[src/sv/ddpsc_pkg.sv]
`timescale 1ns / 1ps
// ----------------------------------------------------------------------------
// Differential drive straight control package
// Shared types and fixed-point constants of the straight-line drive
// controller.
// ----------------------------------------------------------------------------
package ddpsc_pkg;

  // Request opcodes.
  typedef enum logic [1:0] {
    OP_TICK  = 2'd0,
    OP_DRIVE = 2'd1,
    OP_STOP  = 2'd2,
    OP_TURN  = 2'd3
  } op_e;

  // Configuration register indexes.
  typedef enum logic [2:0] {
    CFG_KP     = 3'd0,
    CFG_KD     = 3'd1,
    CFG_FACTOR = 3'd2,
    CFG_STEP   = 3'd3,
    CFG_DSCALE = 3'd4,
    CFG_TSCALE = 3'd5
  } cfg_idx_e;

  localparam int unsigned CFG_IDX_W  = 3;
  localparam int unsigned CFG_DATA_W = 16;
  localparam int unsigned GAIN_W     = 16;
  localparam int unsigned SCALE_W    = 16;
  localparam int unsigned STEP_W     = 15;
  localparam int unsigned DUTY_W     = 8;
  localparam int unsigned SETPT_W    = 8;
  localparam int unsigned ANGLE_W    = 16;
  localparam int unsigned RAMP_W     = 16;
  localparam int unsigned MUL_B_W    = 17;

  // Clamped Q4.12 duty fits in this many signed bits.
  localparam int unsigned CLAMP_W    = 20;

  localparam int unsigned Q12_FRAC   = 12;
  localparam int unsigned Q14_FRAC   = 14;
  localparam int unsigned Q16_FRAC   = 16;
  localparam int unsigned Q8_FRAC    = 8;
  localparam int unsigned BASE_SHIFT = 4;

  localparam int          DUTY_LIMIT     = 100;
  localparam int          DUTY_LIMIT_Q12 = DUTY_LIMIT * 4096;

  // Reset values of the configuration registers.
  localparam logic [SCALE_W-1:0] FACTOR_RST = 16'd16384;
  localparam logic [STEP_W-1:0]  STEP_RST   = 15'd256;
  localparam logic [SCALE_W-1:0] DSCALE_RST = 16'd1000;
  localparam logic [SCALE_W-1:0] TSCALE_RST = 16'd4096;

  // Sequencer states.
  typedef enum logic [16:0] {
    ST_IDLE  = 17'b00000000000000001,
    ST_SUM   = 17'b00000000000000010,
    ST_HALF  = 17'b00000000000000100,
    ST_MDIST = 17'b00000000000001000,
    ST_MERR  = 17'b00000000000010000,
    ST_ERRA  = 17'b00000000000100000,
    ST_ERRB  = 17'b00000000001000000,
    ST_DIFF  = 17'b00000000010000000,
    ST_MKP   = 17'b00000000100000000,
    ST_MKD   = 17'b00000001000000000,
    ST_PD    = 17'b00000010000000000,
    ST_DUTYL = 17'b00000100000000000,
    ST_DUTYR = 17'b00001000000000000,
    ST_TMUL  = 17'b00010000000000000,
    ST_TDIV  = 17'b00100000000000000,
    ST_TSAT  = 17'b01000000000000000,
    ST_FIN   = 17'b10000000000000000
  } state_e;

endpackage

[src/sv/differential_drive_pd_straight_control.sv]
`timescale 1ns / 1ps
// ----------------------------------------------------------------------------
// Differential drive straight-line PD controller
// A drive tick walks through the distance, error, PD and duty states, a turn
// through its target states; every other request goes straight to finish.
// A request is taken only after the last one is finished; a single shared
// multiplier, run by the sequencer, serves all the products.
// Reset: asynchronous, active low; mode idle, state zero, registers default.
// ----------------------------------------------------------------------------
module differential_drive_pd_straight_control #(
  parameter int unsigned POSITION_BITS = 24
) (
  input  logic                                  clk_i,
  input  logic                                  rst_ni,

  // Configuration write channel.
  input  logic                                  cfg_valid_i,
  output logic                                  cfg_ready_o,
  input  logic [ddpsc_pkg::CFG_IDX_W-1:0]       cfg_index_i,
  input  logic [ddpsc_pkg::CFG_DATA_W-1:0]      cfg_data_i,

  // Request channel.
  input  logic                                  in_valid_i,
  output logic                                  in_ready_o,
  input  ddpsc_pkg::op_e                        opcode_i,
  input  logic signed [POSITION_BITS-1:0]       left_position_i,
  input  logic signed [POSITION_BITS-1:0]       right_position_i,
  input  logic signed [ddpsc_pkg::SETPT_W-1:0]  duty_setpoint_i,
  input  logic signed [ddpsc_pkg::ANGLE_W-1:0]  turn_angle_i,

  // Result channel.
  output logic                                  out_valid_o,
  input  logic                                  out_ready_i,
  output logic signed [ddpsc_pkg::DUTY_W-1:0]   left_duty_o,
  output logic signed [ddpsc_pkg::DUTY_W-1:0]   right_duty_o,
  output logic                                  drive_active_o,
  output logic signed [POSITION_BITS-1:0]       travelled_distance_o,
  output logic signed [POSITION_BITS-1:0]       balance_error_o,
  output logic signed [POSITION_BITS-1:0]       left_turn_target_o,
  output logic signed [POSITION_BITS-1:0]       right_turn_target_o,
  output logic                                  current_mode_o
);

  import ddpsc_pkg::*;

  localparam int unsigned P      = POSITION_BITS;
  // Multiplier operand A holds the negated half sum and the error change.
  localparam int unsigned MA     = P + 2;
  localparam int unsigned PROD_W = MA + MUL_B_W;
  // Working width of the datapath; holds every intermediate sum.
  localparam int unsigned PW     = P + 20;

  localparam logic signed [PW-1:0] POS_MAX =
    signed'({{(PW-P+1){1'b0}}, {(P-1){1'b1}}});
  localparam logic signed [PW-1:0] POS_MIN =
    signed'({{(PW-P+1){1'b1}}, {(P-1){1'b0}}});
  localparam logic signed [PW-1:0] DUTY_MAX = PW'(DUTY_LIMIT_Q12);
  localparam logic signed [PW-1:0] DUTY_MIN = -DUTY_MAX;
  localparam logic signed [SETPT_W-1:0] SP_MAX = SETPT_W'(DUTY_LIMIT);
  localparam logic signed [SETPT_W-1:0] SP_MIN = -SP_MAX;

  // Division by a power of two that truncates toward zero.
  function automatic logic signed [PW-1:0] div_pow2(input logic signed [PW-1:0] x,
                                                    input int unsigned sh);
    logic [PW-1:0] bias;
    bias = x[PW-1] ? ((PW'(1) << sh) - PW'(1)) : '0;
    return (x + signed'(bias)) >>> sh;
  endfunction

  // Saturation to the position width.
  function automatic logic signed [P-1:0] sat_pos(input logic signed [PW-1:0] x);
    logic signed [PW-1:0] y;
    y = (x > POS_MAX) ? POS_MAX : ((x < POS_MIN) ? POS_MIN : x);
    return y[P-1:0];
  endfunction

  // Clamp of a Q4.12 duty to the duty limit.
  function automatic logic signed [CLAMP_W-1:0] clamp_duty(input logic signed [PW-1:0] x);
    logic signed [PW-1:0] y;
    y = (x > DUTY_MAX) ? DUTY_MAX : ((x < DUTY_MIN) ? DUTY_MIN : x);
    return y[CLAMP_W-1:0];
  endfunction

  // Clamped Q4.12 duty to whole percent, truncated toward zero.
  function automatic logic signed [DUTY_W-1:0] duty_pct(input logic signed [CLAMP_W-1:0] c);
    logic signed [CLAMP_W-1:0] t;
    logic signed [CLAMP_W-1:0] s;
    t = c + (c[CLAMP_W-1] ? CLAMP_W'((1 << Q12_FRAC) - 1) : '0);
    s = t >>> Q12_FRAC;
    return s[DUTY_W-1:0];
  endfunction

  function automatic logic signed [PW-1:0] ext_pos(input logic signed [P-1:0] x);
    return {{(PW-P){x[P-1]}}, x};
  endfunction

  // --------------------------------------------------------------------------
  // Configuration registers. The port never stalls; writes to indexes past
  // the last register are taken and dropped.
  // --------------------------------------------------------------------------
  logic signed [GAIN_W-1:0] kp_q, kd_q;
  logic [SCALE_W-1:0]       factor_q, dscale_q, tscale_q;
  logic [STEP_W-1:0]        step_q;

  assign cfg_ready_o = 1'b1;

  always_ff @(posedge clk_i or negedge rst_ni) begin
    if (!rst_ni) begin
      kp_q     <= '0;
      kd_q     <= '0;
      factor_q <= FACTOR_RST;
      step_q   <= STEP_RST;
      dscale_q <= DSCALE_RST;
      tscale_q <= TSCALE_RST;
    end else if (cfg_valid_i) begin
      unique case (cfg_idx_e'(cfg_index_i))
        CFG_KP:     kp_q     <= signed'(cfg_data_i);
        CFG_KD:     kd_q     <= signed'(cfg_data_i);
        CFG_FACTOR: factor_q <= cfg_data_i;
        CFG_STEP:   step_q   <= cfg_data_i[STEP_W-1:0];
        CFG_DSCALE: dscale_q <= cfg_data_i;
        CFG_TSCALE: tscale_q <= cfg_data_i;
        default: begin
        end
      endcase
    end
  end

  // --------------------------------------------------------------------------
  // Sequencer. A request is taken only in the idle state. A drive tick walks
  // through the distance, error and PD steps, a turn through its target
  // steps, and every request ends in the finish state, which commits the
  // controller state and loads the result register. The finish state holds
  // while an earlier result still waits to be taken.
  // --------------------------------------------------------------------------
  state_e state_q, state_d;
  logic   out_valid_q;
  logic   in_fire, fin_fire;

  assign in_ready_o = (state_q == ST_IDLE);
  assign in_fire    = in_valid_i && in_ready_o;
  assign fin_fire   = (state_q == ST_FIN) && (!out_valid_q || out_ready_i);

  // Controller state.
  logic                     mode_q, mode_d;
  logic signed [RAMP_W-1:0] setpt_q, setpt_d;
  logic signed [RAMP_W-1:0] ramp_q, ramp_d;
  logic signed [P-1:0]      prev_q, prev_d;
  logic signed [P-1:0]      lerr_q, lerr_d;
  logic signed [P-1:0]      ldist_q, ldist_d;

  always_comb begin
    state_d = state_q;
    unique case (state_q)
      ST_IDLE: begin
        if (in_fire) begin
          if (opcode_i == OP_TICK && mode_q) begin
            state_d = ST_SUM;
          end else if (opcode_i == OP_TURN) begin
            state_d = ST_TMUL;
          end else begin
            state_d = ST_FIN;
          end
        end
      end
      ST_SUM:   state_d = ST_HALF;
      ST_HALF:  state_d = ST_MDIST;
      ST_MDIST: state_d = ST_MERR;
      ST_MERR:  state_d = ST_ERRA;
      ST_ERRA:  state_d = ST_ERRB;
      ST_ERRB:  state_d = ST_DIFF;
      ST_DIFF:  state_d = ST_MKP;
      ST_MKP:   state_d = ST_MKD;
      ST_MKD:   state_d = ST_PD;
      ST_PD:    state_d = ST_DUTYL;
      ST_DUTYL: state_d = ST_DUTYR;
      ST_DUTYR: state_d = ST_FIN;
      ST_TMUL:  state_d = ST_TDIV;
      ST_TDIV:  state_d = ST_TSAT;
      ST_TSAT:  state_d = ST_FIN;
      ST_FIN: begin
        if (fin_fire) begin
          state_d = ST_IDLE;
        end
      end
      default:  state_d = ST_IDLE;
    endcase
  end

  // --------------------------------------------------------------------------
  // Request registers and the shared multiplier.
  // --------------------------------------------------------------------------
  op_e                       op_q;
  logic signed [P-1:0]       lp_q, rp_q;
  logic signed [SETPT_W-1:0] sp_q;
  logic signed [ANGLE_W-1:0] ang_q;

  logic signed [MA-1:0]      mul_a;
  logic signed [MUL_B_W-1:0] mul_b;
  logic                      mul_en;
  logic signed [PROD_W-1:0]  mul_p;
  logic signed [PW-1:0]      prod_x;

  logic signed [PW-1:0]      acc_q;
  logic signed [P-1:0]       dist_q, err_q;
  logic signed [PW-1:0]      pd_q;
  logic signed [CLAMP_W-1:0] cl_q, cr_q;
  logic signed [P-1:0]       lt_q, rt_q;
  logic signed [PW-1:0]      base;

  // Operand selection: distance product, left correction product, the two
  // gain products and the turn product all share the one multiplier.
  always_comb begin
    mul_a  = '0;
    mul_b  = '0;
    mul_en = 1'b1;
    unique case (state_q)
      ST_MDIST: begin
        mul_a = acc_q[MA-1:0];
        mul_b = signed'({1'b0, dscale_q});
      end
      ST_MERR: begin
        mul_a = {{(MA-P){lp_q[P-1]}}, lp_q};
        mul_b = signed'({1'b0, factor_q});
      end
      ST_MKP: begin
        mul_a = {{(MA-P){err_q[P-1]}}, err_q};
        mul_b = {kp_q[GAIN_W-1], kp_q};
      end
      ST_MKD: begin
        mul_a = acc_q[MA-1:0];
        mul_b = {kd_q[GAIN_W-1], kd_q};
      end
      ST_TMUL: begin
        mul_a = {{(MA-ANGLE_W){ang_q[ANGLE_W-1]}}, ang_q};
        mul_b = signed'({1'b0, tscale_q});
      end
      default: begin
        mul_en = 1'b0;
      end
    endcase
  end

  ddpsc_mul #(
    .A_W (MA),
    .B_W (MUL_B_W)
  ) u_mul (
    .clk_i (clk_i),
    .en_i  (mul_en),
    .a_i   (mul_a),
    .b_i   (mul_b),
    .p_o   (mul_p)
  );

  assign prod_x = {{(PW-PROD_W){mul_p[PROD_W-1]}}, mul_p};

  // The ramp is Q8.8 and the PD term Q4.12, so the ramp moves up four bits.
  assign base = {{(PW-RAMP_W){ramp_q[RAMP_W-1]}}, ramp_q} <<< BASE_SHIFT;

  // Datapath registers; one operation per step.
  always_ff @(posedge clk_i) begin
    if (in_fire) begin
      op_q  <= opcode_i;
      lp_q  <= left_position_i;
      rp_q  <= right_position_i;
      sp_q  <= duty_setpoint_i;
      ang_q <= turn_angle_i;
    end
    unique case (state_q)
      // Distance uses the negated half sum of both wheels.
      ST_SUM:   acc_q  <= ext_pos(lp_q) + ext_pos(rp_q);
      ST_HALF:  acc_q  <= '0 - div_pow2(acc_q, 1);
      ST_MERR:  dist_q <= sat_pos(div_pow2(prod_x, Q16_FRAC));
      // Balance error: corrected left position minus the right one.
      ST_ERRA:  acc_q  <= div_pow2(prod_x, Q14_FRAC);
      ST_ERRB:  err_q  <= sat_pos(acc_q - ext_pos(rp_q));
      ST_DIFF:  acc_q  <= ext_pos(err_q) - ext_pos(prev_q);
      ST_MKD:   pd_q   <= prod_x;
      ST_PD:    pd_q   <= pd_q + prod_x;
      // The PD term is taken off the left wheel and added on the right.
      ST_DUTYL: cl_q   <= clamp_duty(base - pd_q);
      ST_DUTYR: cr_q   <= clamp_duty(base + pd_q);
      ST_TDIV:  acc_q  <= div_pow2(prod_x, Q12_FRAC);
      ST_TSAT: begin
        lt_q <= sat_pos(acc_q);
        rt_q <= sat_pos('0 - acc_q);
      end
      default: begin
      end
    endcase
  end

  // --------------------------------------------------------------------------
  // Finish step: commit of the controller state and the result fields.
  // --------------------------------------------------------------------------
  logic signed [RAMP_W+1:0]  ramp_w, setpt_w, step_w;
  logic signed [RAMP_W+1:0]  ramp_up, ramp_dn;
  logic                      step_up, step_dn;
  logic signed [RAMP_W-1:0]  ramp_next;
  logic signed [SETPT_W-1:0] sp_clamp;
  logic signed [RAMP_W-1:0]  sp_wide;

  logic signed [DUTY_W-1:0]  res_ld, res_rd;
  logic                      res_act;
  logic signed [P-1:0]       res_lt, res_rt;

  // The ramp moves one step toward the setpoint. A step up lands below the
  // setpoint, so a step down can never follow it in the same tick.
  assign ramp_w  = {{2{ramp_q[RAMP_W-1]}}, ramp_q};
  assign setpt_w = {{2{setpt_q[RAMP_W-1]}}, setpt_q};
  assign step_w  = signed'({3'b000, step_q});
  assign step_up = ramp_w < (setpt_w - step_w);
  assign step_dn = ramp_w > (setpt_w + step_w);
  assign ramp_up = ramp_w + step_w;
  assign ramp_dn = ramp_w - step_w;

  always_comb begin
    if (step_up) begin
      ramp_next = ramp_up[RAMP_W-1:0];
    end else if (step_dn) begin
      ramp_next = ramp_dn[RAMP_W-1:0];
    end else begin
      ramp_next = ramp_q;
    end
  end

  // A drive command stores the clamped duty negated in Q8.8.
  assign sp_clamp = (sp_q > SP_MAX) ? SP_MAX : ((sp_q < SP_MIN) ? SP_MIN : sp_q);
  assign sp_wide  = {{(RAMP_W-SETPT_W){sp_clamp[SETPT_W-1]}}, sp_clamp};

  always_comb begin
    mode_d  = mode_q;
    setpt_d = setpt_q;
    ramp_d  = ramp_q;
    prev_d  = prev_q;
    lerr_d  = lerr_q;
    ldist_d = ldist_q;
    res_ld  = '0;
    res_rd  = '0;
    res_act = 1'b0;
    res_lt  = '0;
    res_rt  = '0;
    unique case (op_q)
      OP_TICK: begin
        // A tick while idle changes nothing and reports zero duties.
        if (mode_q) begin
          res_ld  = duty_pct(cl_q);
          res_rd  = duty_pct(cr_q);
          res_act = 1'b1;
          prev_d  = err_q;
          lerr_d  = err_q;
          ldist_d = dist_q;
          ramp_d  = ramp_next;
        end
      end
      OP_DRIVE: begin
        mode_d  = 1'b1;
        setpt_d = ('0 - sp_wide) <<< Q8_FRAC;
      end
      OP_STOP: begin
        // The previous error and the distance survive a stop.
        mode_d  = 1'b0;
        setpt_d = '0;
        ramp_d  = '0;
        lerr_d  = '0;
      end
      OP_TURN: begin
        // The turn itself runs elsewhere; only its targets are reported.
        mode_d  = 1'b0;
        setpt_d = '0;
        ramp_d  = '0;
        res_lt  = lt_q;
        res_rt  = rt_q;
      end
      default: begin
      end
    endcase
  end

  always_ff @(posedge clk_i or negedge rst_ni) begin
    if (!rst_ni) begin
      state_q     <= ST_IDLE;
      out_valid_q <= 1'b0;
      mode_q      <= 1'b0;
      setpt_q     <= '0;
      ramp_q      <= '0;
      prev_q      <= '0;
      lerr_q      <= '0;
      ldist_q     <= '0;
    end else begin
      state_q <= state_d;
      if (fin_fire) begin
        out_valid_q <= 1'b1;
        mode_q      <= mode_d;
        setpt_q     <= setpt_d;
        ramp_q      <= ramp_d;
        prev_q      <= prev_d;
        lerr_q      <= lerr_d;
        ldist_q     <= ldist_d;
      end else if (out_ready_i) begin
        out_valid_q <= 1'b0;
      end
    end
  end

  // Result register.
  logic signed [DUTY_W-1:0] o_ld_q, o_rd_q;
  logic                     o_act_q, o_mode_q;
  logic signed [P-1:0]      o_dist_q, o_err_q, o_lt_q, o_rt_q;

  always_ff @(posedge clk_i) begin
    if (fin_fire) begin
      o_ld_q   <= res_ld;
      o_rd_q   <= res_rd;
      o_act_q  <= res_act;
      o_dist_q <= ldist_d;
      o_err_q  <= lerr_d;
      o_lt_q   <= res_lt;
      o_rt_q   <= res_rt;
      o_mode_q <= mode_d;
    end
  end

  assign out_valid_o          = out_valid_q;
  assign left_duty_o          = o_ld_q;
  assign right_duty_o         = o_rd_q;
  assign drive_active_o       = o_act_q;
  assign travelled_distance_o = o_dist_q;
  assign balance_error_o      = o_err_q;
  assign left_turn_target_o   = o_lt_q;
  assign right_turn_target_o  = o_rt_q;
  assign current_mode_o       = o_mode_q;

endmodule

[src/sv/ddpsc_mul.sv]
`timescale 1ns / 1ps
// ----------------------------------------------------------------------------
// Shared signed multiplier
// One signed multiplier with a registered product, loaded when enabled.
// ----------------------------------------------------------------------------
module ddpsc_mul #(
  parameter int unsigned A_W = 26,
  parameter int unsigned B_W = 17
) (
  input  logic                         clk_i,
  input  logic                         en_i,
  input  logic signed [A_W-1:0]        a_i,
  input  logic signed [B_W-1:0]        b_i,
  output logic signed [A_W+B_W-1:0]    p_o
);

  logic signed [A_W+B_W-1:0] p_q;

  always_ff @(posedge clk_i) begin
    if (en_i) begin
      p_q <= a_i * b_i;
    end
  end

  assign p_o = p_q;

endmodule

[config.mk]
export PLATFORM = sky130hd
export DESIGN_NAME = differential_drive_pd_straight_control
export DESIGN_NICKNAME = d
export VERILOG_FILES = /design/src/sv/ddpsc_pkg.sv /design/src/sv/differential_drive_pd_straight_control.sv /design/src/sv/ddpsc_mul.sv
export SDC_FILE = /design/constraint.sdc
export NUM_CORES = 2
export LEC_CHECK = 0
export ABC_AREA = 0
export BUFFER_PORTS_ARGS = -buffer_cell sky130_fd_sc_hd__buf_2
export CORE_UTILIZATION = 59
export CTS_BUF_LIST = sky130_fd_sc_hd__clkbuf_2
export DETAILED_ROUTE_END_ITERATION = 7
export PLACE_DENSITY = 0.8
export SYNTH_ARGS = -nofsm -noshare
export SYNTH_HDL_FRONTEND = slang
export SYNTH_HIERARCHICAL = 1
export SYNTH_SLANG_ARGS = --single-unit
[constraint.sdc]
create_clock -name clk_i -period 8 [get_ports clk_i]
set_input_delay 0.4 -clock clk_i [delete_from_list [all_inputs] [get_ports clk_i]]
set_output_delay 0.4 -clock clk_i [all_outputs]
set_load 0.05 [all_outputs]
==> flow_summary.yaml <==
worst_setup_path:
  crit-reg2reg-launch: "state_q[0]$_DFFE_PN1P_"
  cp.required_ns: 9.29
  worst-setup-path-type: "flip-flop to flip-flop"
  cp_max_fo: 8
  r2r-end: "u_mul/p_o[36]$_DFFE_PP_"
  crit_start: "state_q[0]$_DFFE_PN1P_"
  cp-endpoint: "u_mul/p_o[36]$_DFFE_PP_"
  critPathLaunchType: "flip-flop"
  r2r_cells: 27
  crit_arrival_ns: 9.97
  end_kind: "flip-flop"
  rrSetupSlack_ns: -0.69
place:
  gp_congestion: 1.024
  dp_hpwl_um: 147700
  pre_cts_slack_ns: -0.1404
  placed_cells: 8083
  portBuffers: 213
cts:
  cts_buffers: 177
  htree_levels: 4
  clkTransAtPathRegs_ns: 0.11
  cts_tree: "done"
  numClockSinks: 665
  cts_buffer_depth: 3
  cts_root_buf: "clkbuf_2"
  insertion_delay_ns: 1.69
timing:
  fin_crit_sh: 1.086
  layout_setup_ws_ns: -0.6854
  fmax_ghz: 0.1151
  rsz0062_at_grt: "true"
  setup_viol: 25
  tightest_slew_ns: 1.393
  tns_ns: -8.830
  max-slew-margin-rel: 0.07143
  fin_skew_ns: 0.2281
  hold_viol: 0
  period_minus_slack_ns: 8.685
  finalMaxSlewViolations: 0
die:
  fp.dieH_um: 325.6
  initial_core_util: 0.5961
  num_rows: 118
  core-area_um2: 103600
  fp.dieW_um: 325.6
  ioPinCount: 215
  dieArea_um2: 106000
grt:
  grt-ovfl-total: 0
  antenna_found_initial: 12
  grt_pass1_vias: 53890
  grt_max_degree: 149
  globalRouteTotalUtil: 0.3808
  grt_pass1_wl_um: 311600
power_and_ir_drop:
  power.leakage_nw: 32.26
  p_per_area_nw_per_um2: 201.1
  ir_drop_mv: 0.2762
logic_synthesis:
  ys.warnings.count: 6
  syn-num-nets: 7493
  synth_edf_count: 455
  syn-cell-area_um2: 61780
  async_flop_share: 0.3158
  ys_seq_area_frac: 0.3064
  avgSynthCellArea_um2: 9.456
  yosys.cell_types.count: 116
  synthFlopType: "edfxtp_1"
  synth_seq_cells: 665
  synthCells: 6533
drt:
  num_vias: 55290
  first_pass_iters: 8
  drc: 3
  wl_um: 212000
  drtIter0Drc: 6788
  ant_nets: 0
  via_per_inst: 6.314
  avgRoutedWirePerCell_um: 24.21
min_path:
  min_path_type: "primary input to flip-flop"
final_layout:
  nNetsFinal: 8184
  layout-drive-gt1-share: 0.1729
  syn2layout_area_growth_pct: 16.89
  finalNonFillerCells: 8757
status:
  failed_checks: "DRC, setup timing"
  status: "finished with violations"
job:
  drv_cap: 0
-- synth_stat cells (48+ instances only) --
cell | count | area share
o21ai_0 | 292 | 0.024
nor4_1 | 54 | 0.0055
mux2_2 | 148 | 0.027
nand2b_1 | 55 | 0.0056
dfrtp_1 | 200 | 0.081
nor2_1 | 411 | 0.025
nand4_1 | 77 | 0.0078
xor2_1 | 166 | 0.024
a22oi_1 | 66 | 0.0080
ha_1 | 424 | 0.086
xnor2_1 | 299 | 0.042
clkbuf_1 | 247 | 0.015
a21oi_1 | 296 | 0.024
and3_1 | 105 | 0.011
and2_1 | 214 | 0.022
fa_1 | 438 | 0.14
inv_1 | 682 | 0.041
nor3_1 | 104 | 0.0084
nand2_1 | 694 | 0.042
edfxtp_1 | 455 | 0.22
a21o_1 | 138 | 0.017
o31ai_1 | 48 | 0.0058
nor2b_1 | 50 | 0.0051
nand3_1 | 120 | 0.0097
-- flip-flops by register name (all words and copies together), names as in the netlist, 17 cells and up --
signal and flops:
prev_q 24, u_mul/p_o 43, ldist_q 24, rt_q 24, travelled_distance_o 24, right_turn_target_o 24
acc_q 44, err_q 24, balance_error_o 24, dist_q 24, pd_q 44, rp_q 24
cl_q 20, lp_q 24, lerr_q 24, left_turn_target_o 24, cr_q 20, lt_q 24
state_q 17
-- cell usage in the layout, fill, tap and decap left out, drive strengths merged, types with 43 or more instances in the layout --
cell	n
o31ai	54
nor2	413
nand4	77
ha	424
and2	216
a31oi	45
nand3	121
and3	107
clkinv	80
dfrtp	200
clkbuf	253
o211ai	43
a21oi	298
fa	438
dlygate4sd3	264
edfxtp	455
nor2b	51
nor4	60
a22oi	66
inv	686
mux2	148
o21ai	302
o21a	45
xnor2	299
nand2	694
a21o	142
nor3	108
xor2	166
nand2b	55
buf	535
-- what timing repair did --
item,in CTS,in global routing
pin swaps,2,179
gates resized for setup,11,234
setup endpoints to repair,9,22
setup buffers,3,62
gates cloned,1,12
hold buffers,265,0
endpoints found under the hold margin,466,0
-- worst min-delay path by stage --
stage                                          to  slack, ns  cells after the start               startpoint
after floorplan           dscale_q[0]$_DFFE_PN0P_       0.10                      0                   rst_ni
final                          rp_q[22]$_DFFE_PP_       0.14                      3     right_position_i[22]
after global routing           rp_q[22]$_DFFE_PP_       0.09                      3     right_position_i[22]
after global placement        kd_q[8]$_DFFE_PN0P_       0.49                      1                   rst_ni
after detailed placement  tscale_q[2]$_DFFE_PN0P_       0.49                      1  tscale_q[2]$_DFFE_PN0P_
after CTS                      rp_q[22]$_DFFE_PP_      0.002                      3     right_position_i[22]
-- through the flow --
step	power (W)	utilization	hold slack [ns]	area, µm²
3_5_place_dp	0.01121	0.6342	0.4941	65730
4_1_cts	0.01421	0.6799	0.001700	70470
2_1_floorplan	0.009587	-	0.1044	61830
5_1_grt	0.01535	0.6967	0.09139	72210
6_report	0.01452	0.6968	0.1434	72210
3_3_place_gp	0.01102	0.6342	0.4869	65730
-- layout make-up --
cell class	count	area [µm²]
well taps	1380	1727
multi-input cells	4879	39910
inverters	691	2604
flip-flops and latches	665	18940
diodes	4	10.01
repair buffers	810	7053
clock buffers	242	1211
fillers	7688	31430
clock inverters	86	758.2
-- worst max-delay path, stage by stage (launching register included) --
cell       delay [ns]
dfstp_2          0.60
nor4_4           0.05
nand2_1          0.13
nor3_2           0.06
and4b_2          0.28
buf_12           0.16
a222oi_1         1.06
nand2_1          0.37
buf_12           0.26
buf_8            0.12
and2_1           0.22
fa_1             0.62
fa_1             0.46
ha_2             0.21
fa_1             0.50
fa_1             0.51
inv_1            0.06
fa_1             0.54
inv_1            0.05
ha_1             0.33
o21a_1           0.15
and2_4           0.17
a21oi_4          0.16
o2111ai_4        0.14
a311o_1          0.46
a2111oi_4        0.43
o41ai_2          0.15
xnor2_1          0.16
-- logic make-up after synthesis --
kind of cell | Yosys count | share of synthesized area
mux | 160 | 0.02892
fa+ha+maj | 862 | 0.2278
compound gates | 1331 | 0.1444
other cells | 1 | 0.00006070
buf+inv | 990 | 0.06289
xor+xnor | 465 | 0.06592
flops | 665 | 0.3064
simple gates | 2059 | 0.1636
-- where the power goes --
part / internal [W] / switching [W]
sequential: 0.00434 / 0.000464
clock: 0.00122 / 0.00173
combinational: 0.00269 / 0.00408
total: 0.00825 / 0.00628
-- layer usage --
| layer | part of all wire | up-vias | GRT usage | routed length [µm] |
|---|---|---|---|---|
| met1 | 0.38 | 26480 | 0.5124 | 80580 |
| met4 | 0.059 | 10 | 0.1796 | 12430 |
| met3 | 0.13 | 845 | 0.09451 | 26620 |
| met5 | 0.00038 | - | 0 | 80 |
| li1 | - | 24180 | - | - |
| met2 | 0.44 | 3778 | 0.5789 | 92260 |
(Power assumes the default switching activity.)
